<file path="src/hw/rtl/sgi_pkg.sv">
// Shared types and helpers for the segment intersection pipeline.
// Used by every module in hw/rtl; depends on nothing else.
package sgi_pkg;

   localparam int CoordBits = 24;
   localparam int AbW       = CoordBits + 1;
   localparam int ProdW     = 2 * CoordBits + 1;
   localparam int CW        = 2 * CoordBits + 2;
   localparam int DetW      = 2 * CoordBits + 3;
   localparam int NumW      = 3 * CoordBits + 4;
   localparam int RemW      = DetW;

   localparam logic [CoordBits-1:0] CoordMax = {1'b0, {(CoordBits-1){1'b1}}};

   typedef logic signed [CoordBits-1:0] coord_type;

   typedef struct packed {
      coord_type p1x;
      coord_type p1y;
      coord_type p2x;
      coord_type p2y;
      coord_type q1x;
      coord_type q1y;
      coord_type q2x;
      coord_type q2y;
   } seg_type;

   typedef struct packed {
      logic                 valid;
      seg_type              seg;
      logic                 ok;
      logic                 neg_x;
      logic                 neg_y;
      logic                 ovf;
      logic [DetW-1:0]      dmag;
      logic [RemW-1:0]      rx;
      logic [CoordBits-1:0] lx;
      logic [CoordBits-1:0] qx;
      logic [RemW-1:0]      ry;
      logic [CoordBits-1:0] ly;
      logic [CoordBits-1:0] qy;
   } div_type;

   function automatic logic between(input logic signed [CoordBits:0] v,
                                    input coord_type p,
                                    input coord_type q);
      logic signed [CoordBits:0] pe;
      logic signed [CoordBits:0] qe;
      pe = p;
      qe = q;
      return ((pe < v) && (v < qe)) || ((qe < v) && (v < pe));
   endfunction

endpackage

</file>
<file path="src/hw/rtl/sgi_tail.sv">
// Result stage: signs the quotients, runs the strict box tests and holds the output beat.
// Uses sgi_pkg types and the between helper.
module sgi_tail (
   input  logic                             clock,
   input  logic                             reset,
   input  logic                             en,
   input  sgi_pkg::div_type                 d_in,
   output logic                             out_valid,
   output logic                             out_hit,
   output logic [sgi_pkg::CoordBits-1:0]    out_x,
   output logic [sgi_pkg::CoordBits-1:0]    out_y
);

   logic signed [sgi_pkg::CoordBits:0] xv, yv;
   logic hit_in, valid_ff, hit_ff;
   logic [sgi_pkg::CoordBits-1:0] x_in, y_in, x_ff, y_ff;

   always_comb begin
      xv = d_in.neg_x ? -{1'b0, d_in.qx} : {1'b0, d_in.qx};
      yv = d_in.neg_y ? -{1'b0, d_in.qy} : {1'b0, d_in.qy};
      hit_in = d_in.ok && !d_in.ovf
             && sgi_pkg::between(xv, d_in.seg.p1x, d_in.seg.p2x)
             && sgi_pkg::between(yv, d_in.seg.p1y, d_in.seg.p2y)
             && sgi_pkg::between(xv, d_in.seg.q1x, d_in.seg.q2x)
             && sgi_pkg::between(yv, d_in.seg.q1y, d_in.seg.q2y);
      x_in = hit_in ? xv[sgi_pkg::CoordBits-1:0] : sgi_pkg::CoordMax;
      y_in = hit_in ? yv[sgi_pkg::CoordBits-1:0] : sgi_pkg::CoordMax;
   end

   always_ff @(posedge clock) begin
      if (reset) begin
         valid_ff <= 1'b0;
      end else if (en) begin
         valid_ff <= d_in.valid;
      end
   end

   always_ff @(posedge clock) begin
      if (en) begin
         hit_ff <= hit_in;
         x_ff   <= x_in;
         y_ff   <= y_in;
      end
   end

   assign out_valid = valid_ff;
   assign out_hit   = hit_ff;
   assign out_x     = x_ff;
   assign out_y     = y_ff;

endmodule

</file>
<file path="config.mk">
export PLATFORM = sky130hd
export DESIGN_NAME = sgi_tail
export DESIGN_NICKNAME = d
export VERILOG_FILES = /design/src/hw/rtl/sgi_pkg.sv /design/src/hw/rtl/sgi_tail.sv
export SDC_FILE = /design/constraint.sdc
export NUM_CORES = 1
export LEC_CHECK = 0
export BUFFER_PORTS_ARGS = -buffer_cell sky130_fd_sc_hd__buf_2
export CELL_PAD_IN_SITES_DETAIL_PLACEMENT = 1
export CELL_PAD_IN_SITES_GLOBAL_PLACEMENT = 2
export CORE_UTILIZATION = 25
export CTS_BUF_LIST = sky130_fd_sc_hd__clkbuf_8
export CTS_CLUSTER_DIAMETER = 100
export DETAILED_ROUTE_END_ITERATION = 7
export PLACE_DENSITY_LB_ADDON = 0.3
export SYNTH_ARGS = -nofsm -noshare
export SYNTH_HDL_FRONTEND = slang
export SYNTH_SLANG_ARGS = --single-unit
</file>
<file path="constraint.sdc">
create_clock -name clock -period 6.49 [get_ports clock]
set_input_delay 0.649 -clock clock [delete_from_list [all_inputs] [get_ports clock]]
set_output_delay 0.649 -clock clock [all_outputs]
set_load 0.01 [all_outputs]
</file>
==> Word level (Yosys, flattened, before mapping) <==
Index checks and enable logic that the tools add are counted.
Widths: inputs -> output; s select.
{ "totals": {"ff_bits": 50, "latchBits": 0, "ramBits": 0, "romBits": 0, "input_bits": 449, "out_inout_bits": 50, "mem_count": 0} }
{ "op_classes": {"n_addsub": 2, "multipliers": 0, "div": 0, "magnitude_cmp": 16, "eq_ne": 0, "shift": 0, "mux": 2, "bitwise": 0, "reduce_logical": 18} }
{ "op_table": {"columns": ["op", "count"], "rows": [
  ["$lt 24x25->1", 8],
  ["$lt 25x24->1", 8],
  ["$mux 25", 2],
  ["$neg 24->25", 2],
  ["$logic_and 1x1->1", 13],
  ["$logic_or 1x1->1", 4],
  ["$logic_not 1->1", 1]
]} }

==> Longest topological paths before layout <==
{ "logic_depth": {"ltp_word": 9, "mapped_depth": 22} }

==> Least setup slack after synthesis <==
No wires, ideal clock.
{ "synth_path": {"path_kind": "input -> register", "startpoint": "input d_in[251] in the netlist's numbering", "endpoint": "register x_ff (netlist bit out_x[22]), data pin", "t_arrival_ns": 5.216, "required_time_ns": 6.210, "path_slack_ns": 0.994, "stages": 22, "path_buffers": 8, "path_cell_list": "clkbuf_1 buf_1 clkbuf_1 clkbuf_1 buf_1 buf_1 mux2i_1 inv_1 ha_1 nor2b_1 o211ai_1 a211o_1 a22o_1 a21oi_1 o211ai_1 a221oi_1 mux2_2 nor2_1 o22a_1 buf_2 buf_2 nand3_1"} }
{ "synth_between": {"elab_chain_len": 8, "elab_cells_between_ends": 19, "cone_classes": "order compare (8); mux (1); reduce/logical (10)"} }
{ "synth_lines": {"columns": ["item", "line_no", "rtl"], "rows": [
  ["from (decl)", "sgi_tail.sv:7", "input sgi_pkg::div_type d_in,"],
  ["$mux 25 (*)", "sgi_tail.sv:19", "xv = d_in.neg_x ? -{1'b0, d_in.qx} : {1'b0, d_in.qx};"],
  ["net xv, one bit", "sgi_tail.sv:14", "logic signed [sgi_pkg::CoordBits:0] xv, yv;"],
  ["$lt 24x25->1 / $lt 25x24->1 (equally long branches)", "sgi_pkg.sv:51", "return ((pe < v) && (v < qe)) || ((qe < v) && (v < pe));"],
  ["$logic_and 1x1->1", "sgi_pkg.sv:51", null],
  ["$logic_or 1x1->1", "sgi_pkg.sv:51", null],
  ["$logic_and 1x1->1", "sgi_tail.sv:22", "&& sgi_pkg::between(xv, d_in.seg.p1x, d_in.seg.p2x)"],
  ["$logic_and 1x1->1", "sgi_tail.sv:23", "&& sgi_pkg::between(yv, d_in.seg.p1y, d_in.seg.p2y)"],
  ["$logic_and 1x1->1 (*)", "sgi_tail.sv:24", "&& sgi_pkg::between(xv, d_in.seg.q1x, d_in.seg.q2x)"],
  ["$logic_and 1x1->1 (*)", "sgi_tail.sv:25", "&& sgi_pkg::between(yv, d_in.seg.q1y, d_in.seg.q2y);"],
  ["to (signal assigned)", "sgi_tail.sv:41", "x_ff <= x_in;"],
  ["to (decl)", "sgi_tail.sv:16", "logic [sgi_pkg::CoordBits-1:0] x_in, y_in, x_ff, y_ff;"]
]} }
Mark *: on every way through the listed nets, which the timed path passes. The rest lies on a longest branch.
A chain may end at the register's enable or synchronous reset.

==> Final worst setup path <==
{ "layout_path": {"startpoint": "input d_in[0] in the netlist's numbering", "endpoint": "register x_ff (netlist bit out_x[12]), data pin"} }
{ "layout_between": {"elab_chain_len": 8, "elab_cells_between_ends": 19, "cone_classes": "add/sub (1); order compare (8); mux (1); reduce/logical (9)"} }
{ "layout_lines": {"columns": ["item", "line_no", "rtl"], "rows": [
  ["$neg 24->25", "sgi_tail.sv:20", "yv = d_in.neg_y ? -{1'b0, d_in.qy} : {1'b0, d_in.qy};"],
  ["$mux 25 (*)", "sgi_tail.sv:20", null],
  ["$lt 24x25->1 / $lt 25x24->1 (equally long branches)", "sgi_pkg.sv:51", null],
  ["$logic_and 1x1->1", "sgi_pkg.sv:51", null],
  ["$logic_or 1x1->1", "sgi_pkg.sv:51", null],
  ["$logic_and 1x1->1", "sgi_tail.sv:23", null],
  ["$logic_and 1x1->1", "sgi_tail.sv:24", null],
  ["$logic_and 1x1->1 (*)", "sgi_tail.sv:25", null]
]} }
Mark *: on every way between the ends. The rest lies on a longest branch, timed or not.

==> metrics.md <==
| Metric | Value |
|---|---|
| Critical path peak fanout | `49` |
| Total wire length | `43.81 mm` |
| Area growth syn-to-layout | `24.37%` |
| Worst setup endpoint | `out_x[12]` |
| RSZ-0062 raised after global routing | `false` |
| Initial antenna violation count | `2` |
| R2R depth | `2` |
| Multi-input gate area | `7508 µm²` |
| Setup TNS | `0 ns` |
| Fmax | `179.4 MHz` |
| Post-Syn Nets | `1821` |
| Most frequent CP cell | `inv_1` |
| Die outline height | `199.2 µm` |
| Warnings, synthesis | `0` |
| Psw | `640.9 µW` |
| Die width | `199.2 µm` |
| Fin. Hold Viols | `0` |
| Final number of setup-violating endpoints | `0` |
| Post-CTS Hold Buffers | `0` |
| CP Launch Type | `primary input` |
| Class of the worst hold path | `primary input to flop` |
| Slew Viols, Final | `0` |
| Final worst slack | `0.9168 ns` |
| Core Region | `37930 µm²` |
| Max-slew headroom | `43.52%` |
| Initial Util | `25.62%` |
| Vias per cell | `5.361` |
| DPL Wire Length | `37.37 mm` |
| Cell leakage power | `5.422 nW` |
| CTS clk-pin slew, worst paths | `0.10 ns` |
| Setup bufs post-CTS | `0` |
| Post-route cell area | `12090 µm²` |
| Power Density | `120.0 nW/µm²` |
| Critical Path AT | `5.60 ns` |
| Fin crit share | `85.87%` |
| DR vias | `10930` |
| Yosys top cell by area | `ha_1` |
| # clock sinks | `50` |
| Top_reg_cell synth | `edfxtp_1` |
| Syn_area_per_cell | `7.889 µm²` |
| CTS tree | `done` |
| Vias in the first global route | `11220` |
| Critical path, cell by cell | `buf_2, inv_1, ha_1, nor4b_2, buf_4, and4_1, nand2_1, o21ai_0, inv_1, ha_1, nand4_1, inv_1, nand3_1, or4_1, o311ai_0, a21oi_1, xnor2_1, a2111oi_0, buf_4, o22a_2, buf_12, nand3_1` |
| EDFF count, synth | `49` |
| GRT Overall Usage | `21.72%` |
| Share of post-route cells with drive strength above 1 | `24.71%` |
| Largest net degree at the start of global routing | `51` |
| Pre-CTS WS | `0.6014 ns` |
| R2r endpoint | `out_valid` |
| Synth Instances | `1232` |
| Aggregate global routing overflow | `0` |
| Cell-internal power | `809.5 µW` |
| Num CTS Buffers | `5` |
| Status | `completed` |
| Die area | `39670 µm²` |
| CP max-delay cell | `a2111oi_0` |
| Ranking of synthesized cells by area | `ha_1 18%, edfxtp_1 15%, xnor2_1 5.4%, inv_1 5.0%, nand3_1 4.0%` |
| #FFs+latches synth | `50` |
| Nets | `2114` |
| Port Buffers | `297` |
| Ports | `499` |
| Combinational cell fraction of total power | `60.7%` |
| Minimum clock period | `5.573 ns` |
| Initial DRC Count | `537` |
| First drt pass iteration count | `5` |
| Longest Clk Path Bufs | `2` |
| Worst skew pair latency | `0.31 ns` |
| Yosys cell types | `83` |
| Crit path required time | `6.52 ns` |
| Power, Total | `1.450 mW` |
| Worst vdd ir | `76.14 µV` |
| Crit. Startpoint | `d_in[0]` |
| First-pass GRT wire length | `65.58 mm` |
| Sw Ratio | `44.19%` |
| Setup CP Type | `primary input to flop` |
| Sequential Power Share | `26.3%` |
| Clock power share | `13.1%` |
| Skew final | `0 ns` |
| Placed standard-cell area | `11990 µm²` |
| Resized cells post-CTS | `0` |
| Commonest cells post-synth | `140 x ha_1, 130 x inv_1, 78 x nand3_1` |
| DR WL/cell | `21.49 µm` |
| Cell Area, Synth | `9719 µm²` |
| CP max stage delay | `0.58 ns` |
| Register area share after synthesis | `15.35%` |
| Max Cap Viol | `0` |
| Share of the synthesized area in the top cell type | `18.02%` |
| Root Driver | `clkbuf_8` |
| Critical Path End Type | `flop` |
| Antenna viol nets, final | `0` |
| Asr flop ratio synth | `0%` |
| GP Congestion | `0.9003` |
| Register area | `1491 µm²` |
| H-tree depth | `2` |
| DRC | `0` |
| Worst slew pin tran | `0.8402 ns` |
| Reg-to-Reg Start | `out_valid` |
| Site Rows | `71` |
| Fillers | `4738` |
| R2R setup slack | `5.90 ns` |
| Most frequent cell after synthesis | `ha_1` |
-- cell families after synthesis --
family / count (synthesis) / synth area share [%]
XOR/XNOR: 87 / 9.346
flip-flops: 50 / 15.35
adder cells (fa/ha/maj): 151 / 19.16
buffers and inverters: 187 / 7.544
multiplexers: 6 / 0.6437
AO/OA/AOI/OAI: 333 / 24.81
AND/OR/NAND/NOR: 418 / 23.16
-- worst max-delay path: cells and delay by family --
kind                     cells  cell delay, ns
XOR/XNOR                     1            0.16
buffers and inverters        7            1.18
AO/OA/AOI/OAI                5            1.42
adder cells (fa/ha/maj)      2            0.63
AND/OR/NAND/NOR              7            1.52
-- how the worst min path moves through the flow --
| stage | cells after the start | slack, ns | to | startpoint |
|---|---|---|---|---|
| 2_1_floorplan | 2 | 0.53 | out_valid | out_valid |
| 3_3_place_gp | 2 | 0.47 | out_valid | out_valid |
| 3_5_place_dp | 2 | 0.49 | out_valid | out_valid |
| 4_1_cts | 2 | 0.45 | out_valid | reset |
| 5_1_grt | 2 | 0.46 | out_valid | reset |
| 6_report | 2 | 0.47 | out_valid | reset |
-- cells in the final DEF, fill, tap and decap left out, types with 6 or more instances in the layout --
master,netlist,routed
edfxtp_1,49,49
a21oi_1,55,55
ha_1,140,140
o21ai_0,49,49
xnor3_1,9,9
and3_1,11,11
o2111ai_1,7,7
a22oi_1,6,6
or4_1,7,7
and2_1,12,12
buf_2,13,297
nor2_1,74,74
nor3_1,32,32
maj3_1,11,11
o211ai_1,17,17
a31oi_1,10,10
nand3_1,78,78
a22o_1,7,7
o221ai_1,8,8
a21o_1,21,21
o21a_1,13,13
nor3b_1,8,8
nand2b_1,22,22
xor2_1,16,16
and4_1,7,7
or3_1,13,13
nand2_1,59,59
o31ai_1,17,17
nor2b_1,23,23
a221oi_1,6,6
xnor2_1,60,60
nand4_1,35,35
a211oi_1,23,23
inv_1,130,130
buf_4,2,42
nor4_1,17,16
o22ai_1,11,11
-- power groups by stage --
stage	Sequential, mW	Clock, mW	Combinational (mW)
floorplan	0.399	0	0.519
global placement	0.388	0	0.856
detailed placement	0.389	0	0.876
CTS	0.381	0.204	0.881
global route	0.383	0.208	0.983
finish	0.381	0.190	0.880
-- area by class of cell --
type                    instances  area share [%]
clock inverters                 3          0.1760
inverters                     131           4.068
diodes                          2         0.04140
multi-input cells             995           62.12
well taps                     511           5.289
repair buffers                342           15.40
clock buffers                   5          0.5693
flip-flops and latches         50           12.34
-- registers in the layout (all words and copies together) (netlist names) --
name	count
out_valid	1
out_hit	1
out_x	24
out_y	24
-- routing by layer --
metal  part of all wire, %  vias up  GRT usage (%)
met5                     0        -              0
met4                   2.6        0          5.983
met3                   5.2       42          1.502
met2                    46      327          36.38
met1                    47     5319          29.80
li1                      -     5244              -
-- per-stage QoR --
stage / util (%) / cells / hold slack [ns]
floorplan: - / 1232 / 0.5279
global placement: 31.62 / 2029 / 0.4717
detailed placement: 31.62 / 2029 / 0.4940
CTS: 31.85 / 2037 / 0.4516
global route: 31.87 / 2039 / 0.4648
finish: 31.87 / 2039 / 0.4722
(Power assumes the default switching activity.)
