**src/hw/rtl/sgi_pkg.sv**
```systemverilog
// Shared types and helpers for the segment intersection pipeline.
// Used by every module in hw/rtl; depends on nothing else.
package sgi_pkg;

   localparam int CoordBits = 24;
   localparam int AbW       = CoordBits + 1;
   localparam int ProdW     = 2 * CoordBits + 1;
   localparam int CW        = 2 * CoordBits + 2;
   localparam int DetW      = 2 * CoordBits + 3;
   localparam int NumW      = 3 * CoordBits + 4;
   localparam int RemW      = DetW;

   localparam logic [CoordBits-1:0] CoordMax = {1'b0, {(CoordBits-1){1'b1}}};

   typedef logic signed [CoordBits-1:0] coord_type;

   typedef struct packed {
      coord_type p1x;
      coord_type p1y;
      coord_type p2x;
      coord_type p2y;
      coord_type q1x;
      coord_type q1y;
      coord_type q2x;
      coord_type q2y;
   } seg_type;

   typedef struct packed {
      logic                 valid;
      seg_type              seg;
      logic                 ok;
      logic                 neg_x;
      logic                 neg_y;
      logic                 ovf;
      logic [DetW-1:0]      dmag;
      logic [RemW-1:0]      rx;
      logic [CoordBits-1:0] lx;
      logic [CoordBits-1:0] qx;
      logic [RemW-1:0]      ry;
      logic [CoordBits-1:0] ly;
      logic [CoordBits-1:0] qy;
   } div_type;

   function automatic logic between(input logic signed [CoordBits:0] v,
                                    input coord_type p,
                                    input coord_type q);
      logic signed [CoordBits:0] pe;
      logic signed [CoordBits:0] qe;
      pe = p;
      qe = q;
      return ((pe < v) && (v < qe)) || ((qe < v) && (v < pe));
   endfunction

endpackage

```
**src/hw/rtl/sgi_div_cell.sv**
```systemverilog
// One restoring-division cell: develops one quotient bit for x and one for y.
// Uses sgi_pkg::div_type; chained in the top level.
module sgi_div_cell (
   input  logic              clock,
   input  logic              reset,
   input  logic              en,
   input  sgi_pkg::div_type  d_in,
   output sgi_pkg::div_type  d_out
);

   sgi_pkg::div_type cell_ff, cell_in;
   logic [sgi_pkg::RemW:0] tx, ty, dv;
   logic gex, gey;

   always_comb begin
      dv  = {1'b0, d_in.dmag};
      tx  = {d_in.rx, d_in.lx[sgi_pkg::CoordBits-1]};
      ty  = {d_in.ry, d_in.ly[sgi_pkg::CoordBits-1]};
      gex = tx >= dv;
      gey = ty >= dv;
      cell_in    = d_in;
      cell_in.rx = gex ? sgi_pkg::RemW'(tx - dv) : tx[sgi_pkg::RemW-1:0];
      cell_in.ry = gey ? sgi_pkg::RemW'(ty - dv) : ty[sgi_pkg::RemW-1:0];
      cell_in.lx = {d_in.lx[sgi_pkg::CoordBits-2:0], 1'b0};
      cell_in.ly = {d_in.ly[sgi_pkg::CoordBits-2:0], 1'b0};
      cell_in.qx = {d_in.qx[sgi_pkg::CoordBits-2:0], gex};
      cell_in.qy = {d_in.qy[sgi_pkg::CoordBits-2:0], gey};
   end

   always_ff @(posedge clock) begin
      if (reset) begin
         cell_ff.valid <= 1'b0;
      end else if (en) begin
         cell_ff <= cell_in;
      end
   end

   assign d_out = cell_ff;

endmodule

```
**config.mk**
```make
export PLATFORM = sky130hd
export DESIGN_NAME = sgi_div_cell
export DESIGN_NICKNAME = d
export VERILOG_FILES = /design/src/hw/rtl/sgi_pkg.sv /design/src/hw/rtl/sgi_div_cell.sv
export SDC_FILE = /design/constraint.sdc
export NUM_CORES = 1
export LEC_CHECK = 0
export BUFFER_PORTS_ARGS = -buffer_cell sky130_fd_sc_hd__buf_2
export CORE_AREA = 3 3 347 349
export DETAILED_ROUTE_END_ITERATION = 16
export DIE_AREA = 0 0 350 352
export HOLD_SLACK_MARGIN = 0.06
export PLACE_DENSITY = 0.41
export SLEW_MARGIN = 25
export SYNTH_ARGS = -nofsm -noshare
export SYNTH_HDL_FRONTEND = slang
export SYNTH_SLANG_ARGS = --single-unit
```
**constraint.sdc**
```tcl
create_clock -name clock -period 34.8 [get_ports clock]
set_input_delay 1.74 -clock clock [delete_from_list [all_inputs] [get_ports clock]]
set_output_delay 1.74 -clock clock [all_outputs]
set_load 0.02 [all_outputs]
```
# [After elaboration in Yosys (flattened, before gate mapping)]
# Index checks and enable logic that the tools add are counted.
[op_classes] add_sub_neg=2 magnitude_cmp=2 n_mux=2 bitwise_logic=1 n_reduce_logical=1
[ops] op="$ge 52x51->1" n=2
[ops] op="$mux 51" n=2
[ops] op="$sub 51x51->51" n=2
[ops] op="$reduce_and 2->1" n=1
[ops] op="$not 1->1" n=1
[word_totals] ff_bits=444 out_inout_bits=446 word_cells=28

# [Logic depth before layout (Yosys ltp)]
# Gate-level depths: netlist of the first run.
[depth] word_depth=2 ltp_mapped=15 mapped_depth_nobuf=13

# [Worst setup path before layout of the first run]
# Ideal clock, no wire load.
[synth_timing] path_kind="input to register" start="input port reset" end="register cell_ff, in the netlist d_out[0], enable pin" arrival_time_ns=21.296 required_ns=33.481 slack_ns=12.185 stages=1 n_path_buf=0 path_cell_list="nor2b_1"
[synth_between] elab_chain_len=2
[synth_rtl] element="from (decl)" line_no="sgi_div_cell.sv:5" text="input logic reset,"
[synth_rtl] element="$not 1->1 (no line)"
[synth_rtl] element="$reduce_and 2->1 (no line)"
[synth_rtl] element="to (signal assigned)" line_no="sgi_div_cell.sv:34" text="cell_ff <= cell_in;"
[synth_rtl] element="to (decl)" line_no="sgi_div_cell.sv:11" text="sgi_pkg::div_type cell_ff, cell_in;"
# No other way between the ends.
# A chain may end at the register's enable or synchronous reset.

==> metrics, run 1 <==
run status finished clean; # clock sinks 444; Yosys top cell area share 0.6471; maximum VDD drop roughly 0.035 mV; worst-margin pin slew 0.9757 ns; Final Hold Viols 0; sequential area share after synthesis 0.6480; placed instance area 26770 um2; CP arrival between 6 and 7 ns; post-DP HPWL about 90 mm; final setup violation count 0; CTS root buf clkbuf_16; Async SR Flop Fraction 0; vias in the first global route 16.95k; Achievable Freq 0.1565 GHz; Clock Latency Late Sink roughly 0.64 ns; fin crit share 0.1836; mapped cell area between 20000 and 25000 um2; Synth-to-Final Area Change 40.22%; hold bufs inserted after CTS 0; setup ws final 28.41 ns; max reg flops 444; relative slew slack 0.3495; clk_skew 0 ns; synth unique cells 73; Ports 895; HP Class reg -> reg; nets 3029; final WL 110.3 mm; CP Launch Type input pin; total grt overflow 0; Mapped Avg Cell Area 13.00 um2; Reg clk slew, reported paths about 0.06 ns; vias 16.76k; post-detailed-route count of antenna-violating nets 0; post-route cell area 28830 um2; Pleak 12.15 nW; Primary FF master, synth edfxtp_1; DR iter-0 viols 1144; Mapped Cells approximately 1.6k; share of cells above drive strength 1 0.4062; critical path type in -> reg; first-pass iteration count of the detailed router 5; Core Area ~120000 um2; Fill cells 12.66k; critical path capture point type flop; leading area contributor after synthesis edfxtp_1; Pins Over Slew Limit 0; max-cap viol count 0; Port Buffers approximately 900; CTS tree done; routed wire length per instance 27.04 um; setup_tns 0 ns; Die Height around 350 um; first-pass GRT wire length 144.1 mm; H-tree levels 2; Req. time, crit path 35.15 ns; final hold slack 0.4896 ns; Initial Util 0.1746; PD cells 55.58 nW/um2; crit-path max FO between 60 and 70; Die X 350 um; number of synthesized flops with an enable pin 443; total CTS buffers 60; number of gates resized after CTS 0; # DRC 0; FP Rows 126; min Tclk post-route 6.389 ns; pin count of the biggest net entering global routing 141; RSZ-0062 raised after global routing false; initial antenna violation count 92; Max Root-Sink Buffers 3; post-synthesis register bit count ~440; via/cell ratio 4.110; # Post-CTS Setup Buffers 0; yosys warns 0; routability cong. 0.8582; Die Area 123200 um2; top post-synthesis cells by area edfxtp_1 (65%), ha_1 (6.2%), a21oi_1 (3.5%); GRT Total Usage 0.1710; DP Worst Slack 27.60 ns
[where the power goes]
group	switching, mW	internal [mW]	total [mW]
Sequential	0.0107	0.641	0.651
Combinational	0.207	0.104	0.311
Clock	0.270	0.370	0.640
Total	0.488	1.11	1.60
[layer usage]
layer,vias to the layer above,part of all wire,wire length [um],GRT usage
met1,8022,0.36,39210,0.1795
met4,46,0.035,3838,0.05660
met3,192,0.11,12230,0.07732
li1,7754,-,-,-
met2,748,0.50,54690,0.3018
met5,-,0.0026,289,0
[synth_stat cells (11+ instances only)]
library cell,instances
xor2_1,36
nand2b_1,12
a211oi_1,11
inv_1,85
clkbuf_1,49
nand2_1,113
a21o_1,71
o21ai_0,99
xnor2_1,56
nand4_1,31
ha_1,102
edfxtp_1,443
a21oi_1,142
o21bai_1,14
nor2_1,101
nor2b_1,16
mux2_2,13
nand3_1,22
a31oi_1,15
[cell families (layout without fill, tap and decap cells)]
family	count (synthesis)	after routing	synth area share
flops	444	444	0.6480
simple gates	345	345	0.08003
xor+xnor	92	92	0.03919
other cells	1	18	0.0001824
compound gates	428	428	0.1302
fa+ha+maj	104	104	0.06403
buf+inv	151	1095	0.02976
mux	16	16	0.008581
[through the flow]
stage	util	instances	total power [mW]
6_report	0.2448	4078	1.602
5_1_grt	0.2445	4064	1.678
4_1_cts	0.2444	4062	1.638
3_5_place_dp	0.2273	3950	0.9792
3_3_place_gp	0.2273	3950	0.9799
2_1_floorplan	-	1582	0.8551
[layout make-up]
| class | instances | area [um2] | area share |
|---|---|---|---|
| multi-input combinational | 987 | 6670 | 0.2314 |
| timing repair buffer | 898 | 4543 | 0.1576 |
| clock buffer | 68 | 1531 | 0.05313 |
| sequential | 444 | 13320 | 0.4622 |
| antenna | 16 | 40.04 | 0.001389 |
| clock inverter | 44 | 479.2 | 0.01662 |
| tap | 1536 | 1922 | 0.06667 |
| inverter | 85 | 319.1 | 0.01107 |
[worst paths after layout]
kind / from / to / slack, ns / depth (start not counted)
worst min register to register: d_out[445] / d_out[445] / 0.49 / 2
worst max-delay path: d_in[223] / d_out[91] / 28.41 / 14
worst max register to register: d_out[445] / d_out[445] / 34.23 / 2
worst min-delay path: d_out[445] / d_out[445] / 0.49 / 2
[layout by cell type, fill, tap and decap left out, types with 36 or more instances in the layout]
| cell | synthesis | layout |
|---|---|---|
| xor2_1 | 36 | 36 |
| a21o_1 | 71 | 71 |
| ha_1 | 102 | 102 |
| o21ai_0 | 99 | 98 |
| inv_1 | 85 | 85 |
| clkbuf_16 | 0 | 60 |
| buf_2 | 9 | 890 |
| a21oi_1 | 142 | 142 |
| nand2_1 | 113 | 113 |
| edfxtp_1 | 443 | 443 |
| nor2_1 | 101 | 101 |
| xnor2_1 | 56 | 56 |
[critical path: stages]
cell and delay [ns]:
buf_2 0.10, inv_1 0.12, ha_1 0.45, nand4_1 0.19
or4_1 0.56, or3_1 0.55, a211oi_2 0.34, nor3_2 0.18
o21ai_2 0.25, a21oi_1 0.25, o211ai_4 0.75, buf_4 0.76
nor4b_2 0.36, a311oi_2 0.09
No activity file was read; power rests on OpenSTA's default activity.
==> inputs of run 2 (changes only) <==
- clock period: 34.8 -> 6.6 ns (I/O delays scaled with it)
==> metrics, run 2 (synthesis gave the netlist of run 1 again) <==
post-detailed-route count of antenna-violating nets 0 (unchanged); routability cong. 0.8300 (-3.3%); slowest stage cell, crit path dlygate4sd3_1; post-DP HPWL 92.22 mm (+0.11%); critical path type in -> reg; Initial Util 0.1746 (unchanged); M1 GR Usage 0.1922 (+0.01270); via/cell ratio 4.050 (-1.5%); GRT Total Usage 0.1757 (+0.004674); CP delay by family, top compound AO/OA/AOI/OAI gates; initial antenna violation count 53 (-42%); clk_skew 0 ns (unchanged); final WL 112.4 mm (+1.9%); critical path capture point type flop; Core Area 117800 um2 (unchanged); most common cell after layout, fill and taps aside buf_2; Reg clk slew, reported paths 0.05 ns (about the same); Ports 895 (unchanged); relative slew slack 0.3642 (+0.01462); DR iter-0 viols 1131 (-1.1%); Worst R2R End d_out[445]; CP arrival 5.10 ns (-1.63 ns); HP Class in -> reg; PD cells 260.3 nW/um2 (+370%); Clock Latency Late Sink 0.65 ns (about the same); Crit Reg-Reg Startpoint d_out[445]; CP Launch Type input pin; met2 Track Usage GR 0.3214 (+0.01957); Critical Path, Cell by Cell dlygate4sd3_1 -> buf_2 -> inv_1 -> ha_1 -> a21oi_1 -> o221a_2 -> inv_1 -> o21ai_0 -> a31oi_1 -> buf_4 -> a221o_1 -> o21ai_4 -> buf_4 -> mux2_2; # clock sinks 444 (unchanged); first-pass GRT wire length 151.6 mm (+5.2%); CTS root buf clkbuf_16; vias in the first global route 18.91k (+12%); max reg flops 444 (unchanged); total CTS buffers 59 (-1.7%); Port Buffers 890 (unchanged); crit-path max FO 32 (-52%); FP Rows 126 (unchanged); CTS tree done; maximum VDD drop 0.1470 mV (+320%); min Tclk post-route 4.701 ns; RSZ-0062 raised after global routing false; hold path depth 3 (+1); Final Hold Viols 0 (unchanged); Synth-to-Final Area Change 61.02%; # DRC 0 (unchanged); worst-margin pin slew 0.9537 ns (-0.02193 ns); Req. time, crit path 7.00 ns (-28.15 ns); Die X 350 um (unchanged); final hold slack 0.09505 ns (-0.3945 ns); share of cells above drive strength 1 0.3458 (-0.06043); nets 3462 (+14%); CP Buf/Inv Count 6 (+3); GR peak layer met2; first-pass iteration count of the detailed router 5 (unchanged); Die Area 123200 um2 (unchanged); commonest non-fill, non-tap cells in the layout buf_2 (890), edfxtp_1 (443), dlygate4sd3_1 (430); Pins Over Slew Limit 0 (unchanged); final setup violation count 0 (unchanged); pin count of the biggest net entering global routing 114 (-19%); total grt overflow 0 (unchanged); Max Root-Sink Buffers 3 (unchanged); max-cap viol count 0 (unchanged); WHS Endpoint d_out[196]; vias 18.26k (+8.9%); CP max stage delay 0.63 ns (-0.13 ns); Achievable Freq 0.2127 GHz; Pleak 13.95 nW (+15%); Die Height 352 um (unchanged); H-tree levels 2 (unchanged); routed wire length per instance 24.93 um (-7.8%); GRT met3 Usage 0.05747 (-0.01984); Fill cells 12.41k (-2.0%); Worst R2R Path Depth 3 (+1); hold_sp d_in[195]; run status finished clean; Pwr Total 8.618 mW (+440%); flop2flop setup slack 5.45 ns (-28.78 ns); fin crit share 0.7123
[run 2: cell count changes in the layout (fill, tap and decap cells not counted), sizes merged]
cell         before  now
buf             898  902
diode            16   19
clkinv           30   26
clkinvlp          6    1
dlygate4sd3       0  430
clkbuf           68   69
bufinv            7    8
[run 2: worst max path at each step]
stage | startpoint | to | slack [ns] | cells past startpoint
after global placement | d_in[219] | d_out[197] | 1.66 | 15
after CTS | d_in[205] | d_out[150] | 1.89 | 14
after detailed placement | d_in[223] | d_out[72] | 1.74 | 13
after floorplan | en | d_out[0] | -0.78 | 1
final | d_in[205] | d_out[150] | 1.90 | 14
after global routing | d_in[223] | d_out[72] | 1.68 | 14
[run 2: report_power, final]
group / internal (mW) / switching, mW / leakage, nW
logic: 0.719 / 1.16 / 8.83
registers: 3.38 / 0.0611 / 4.16
clock network: 1.95 / 1.34 / 0.951
[run 2: repair_timing]
item | CTS | global route
hold endpoints to repair | 435 | 0
hold buffers | 430 | 0
gates resized for setup | 0 | 0
buffers inserted | 0 | 0
[run 2: per-layer routing]
layer / up-vias / share of wire / wire length [um]
li1: 8616 / - / -
met1: 8833 / 0.37 / 42140
met2: 655 / 0.51 / 57600
met3: 128 / 0.083 / 9272
met4: 24 / 0.029 / 3221
met5: - / 0.0013 / 145
[run 2: tightest hold or removal path: cells and delay by family]
family                 cells  cell delay, ns
AO/OA/AOI/OAI              1            0.11
AND/OR/NAND/NOR            1            0.05
buffers and inverters      1            0.11
[run 2: per-stage QoR]
stage	util	std cells	instance area (um2)	setup TNS [ns]	setup slack, ns
finish	0.2811	4508	33100	0	1.899
global route	0.2809	4499	33080	0	1.681
CTS	0.2807	4489	33060	0	1.891
detailed placement	0.2276	3954	26810	0	1.736
global placement	0.2276	3954	26800	0	1.665
floorplan	-	1582	20570	-345.12	-0.7790
[run 2: final cells by class]
class	instances	area [um2]	area share
flip-flops and latches	444	13320	0.4025
repair buffers	1332	8886	0.2684
clock inverters	36	430.4	0.01300
clock buffers	69	1514	0.04573
diodes	19	47.55	0.001436
well taps	1536	1922	0.05806
inverters	85	319.1	0.009638
multi-input cells	987	6661	0.2012
==> inputs of run 3 (changes only) <==
- clock period: 6.6 -> 4.75 ns (I/O delays scaled with it)
==> metrics, run 3 (synthesis gave the netlist of run 1 again) <==
Reg clk slew, reported paths 0.06 ns (about the same); area of the multi-input gates 6655 um2 (about the same); Pleak 14.13 nW (+1.3%); clk_skew 0 ns (unchanged); Req. time, crit path 5.13 ns (-1.87 ns); Final Hold Viols 0 (unchanged); Cell Count, Final, Fillers Out 4544 (+0.80%); Port Buffers 890 (unchanged); pin count of the biggest net entering global routing 109 (-4.4%); Synth-to-Final Area Change 62.90%; run status finished clean; # clock sinks 444 (unchanged); Critical Path, Cell by Cell dlygate4sd3_1 -> buf_2 -> inv_1 -> ha_1 -> nand4_1 -> or4_1 -> or3_1 -> a211oi_2 -> nor3_2 -> o21ai_2 -> a21oi_1 -> o211ai_4 -> buf_12 -> mux2_2; Die X 350 um (unchanged); max reg flops 444 (unchanged); maximum VDD drop 0.2811 mV (+91%); Initial Util 0.1746 (unchanged); vias 18.30k (+0.22%); total grt overflow 0 (unchanged); FP Rows 126 (unchanged); max-cap viol count 0 (unchanged); first-pass GRT wire length 151.5 mm (about the same); Pins Over Slew Limit 0 (unchanged); Cells after DPL 3969 (+0.38%); post-DP HPWL 93.07 mm (+0.92%); number of gates resized after CTS 0 (unchanged); Die Height 352 um (unchanged); final WL 112.7 mm (+0.25%); hold bufs inserted after CTS 443 (+3.0%); CTS root buf clkbuf_16; fin crit share 0.8852; relative slew slack 0.3534 (-0.01079); initial antenna violation count 53 (unchanged); critical path capture point type flop; slowest stage cell, crit path or4_1; post-route cell area 33490 um2 (+1.2%); most common cell after layout, fill and taps aside buf_2; Core Area 117800 um2 (unchanged); DR iter-0 viols 970 (-14%); HP Class in -> reg; final setup violation count 0 (unchanged); post-detailed-route count of antenna-violating nets 0 (unchanged); total CTS buffers 58 (-1.7%); vias in the first global route 18.79k (-0.62%); Achievable Freq 0.2378 GHz; # DRC 0 (unchanged); CP arrival 4.59 ns (-0.51 ns); Fill cells 12.35k (-0.44%); routed wire length per instance 24.79 um (-0.54%); worst-margin pin slew 0.9679 ns (+0.01413 ns); crit path from d_in[223]; H-tree levels 2 (unchanged); first-pass iteration count of the detailed router 6 (+1); Util after Layout 0.2844 (+0.003283); nets 3489 (+0.78%); # Post-CTS Setup Buffers 0 (unchanged); min Tclk post-route 4.205 ns; GRT Total Usage 0.1755 (-0.0002053); commonest non-fill, non-tap cells in the layout buf_2 (890), edfxtp_1 (443), dlygate4sd3_1 (443); register area 13320 um2 (unchanged); PD cells 364.1 nW/um2 (+40%); placed instance area 26950 um2 (+0.54%); setup_tns 0 ns (unchanged); share of cells above drive strength 1 0.3481 (+0.002324); routability cong. 0.8450 (+1.8%); CP Launch Type input pin; via/cell ratio 4.026 (-0.57%); Max Root-Sink Buffers 3 (unchanged); Clock Latency Late Sink 0.64 ns (about the same); crit-path max FO 66 (+110%); Die Area 123200 um2 (unchanged); critical path type in -> reg; Crit Reg-Reg Startpoint d_out[445]; CP max stage delay 0.55 ns (-0.08 ns); RSZ-0062 raised after global routing false; hold_sp en; Ports 895 (unchanged); CTS tree done; final hold slack 0.1859 ns (+0.09088 ns)
run 3: final timing paths:
kind	slack [ns]	depth (start not counted)	to
worst max-delay path	0.55	14	d_out[60]
worst min-delay path	0.19	2	d_out[41]
worst min register to register	1.04	3	d_out[445]
worst max register to register	3.62	3	d_out[445]
run 3: critical path, delay by kind of cell:
kind	cells	cell delay (ns)
and+or+nand+nor	4	1.40
adders and majority gates	1	0.43
muxes	1	0.38
AOI/OAI and AO/OA	4	0.98
buffers and inverters	4	1.05
run 3: power by group:
group,switching [mW],internal [mW]
Combinational,1.63,1.02
Clock,1.89,2.88
Sequential,0.0844,4.69
run 3: stage by stage:
stage	worst slack, ns	power, mW
floorplan	-2.537	6.177
global placement	0.3719	7.216
detailed placement	0.3278	7.211
CTS	0.4791	12.42
global route	0.2720	12.73
finish	0.5453	12.19
run 3: area by class of cell:
class / count / area share
Tap cell: 1536 / 0.05739
Timing Repair Buffer: 1360 / 0.2737
Clock buffer: 66 / 0.04487
Clock inverter: 43 / 0.01625
Antenna cell: 23 / 0.001719
Multi-Input combinational cell: 987 / 0.1987
Inverter: 85 / 0.009527
Sequential cell: 444 / 0.3978
run 3: routing by layer:
layer / GRT usage / vias up / routed length [um]
met5: 0 / - / 192
met4: 0.04374 / 28 / 3185
met3: 0.06159 / 138 / 9617
met2: 0.3239 / 647 / 58060
met1: 0.1890 / 8816 / 41610
li1: - / 8667 / -
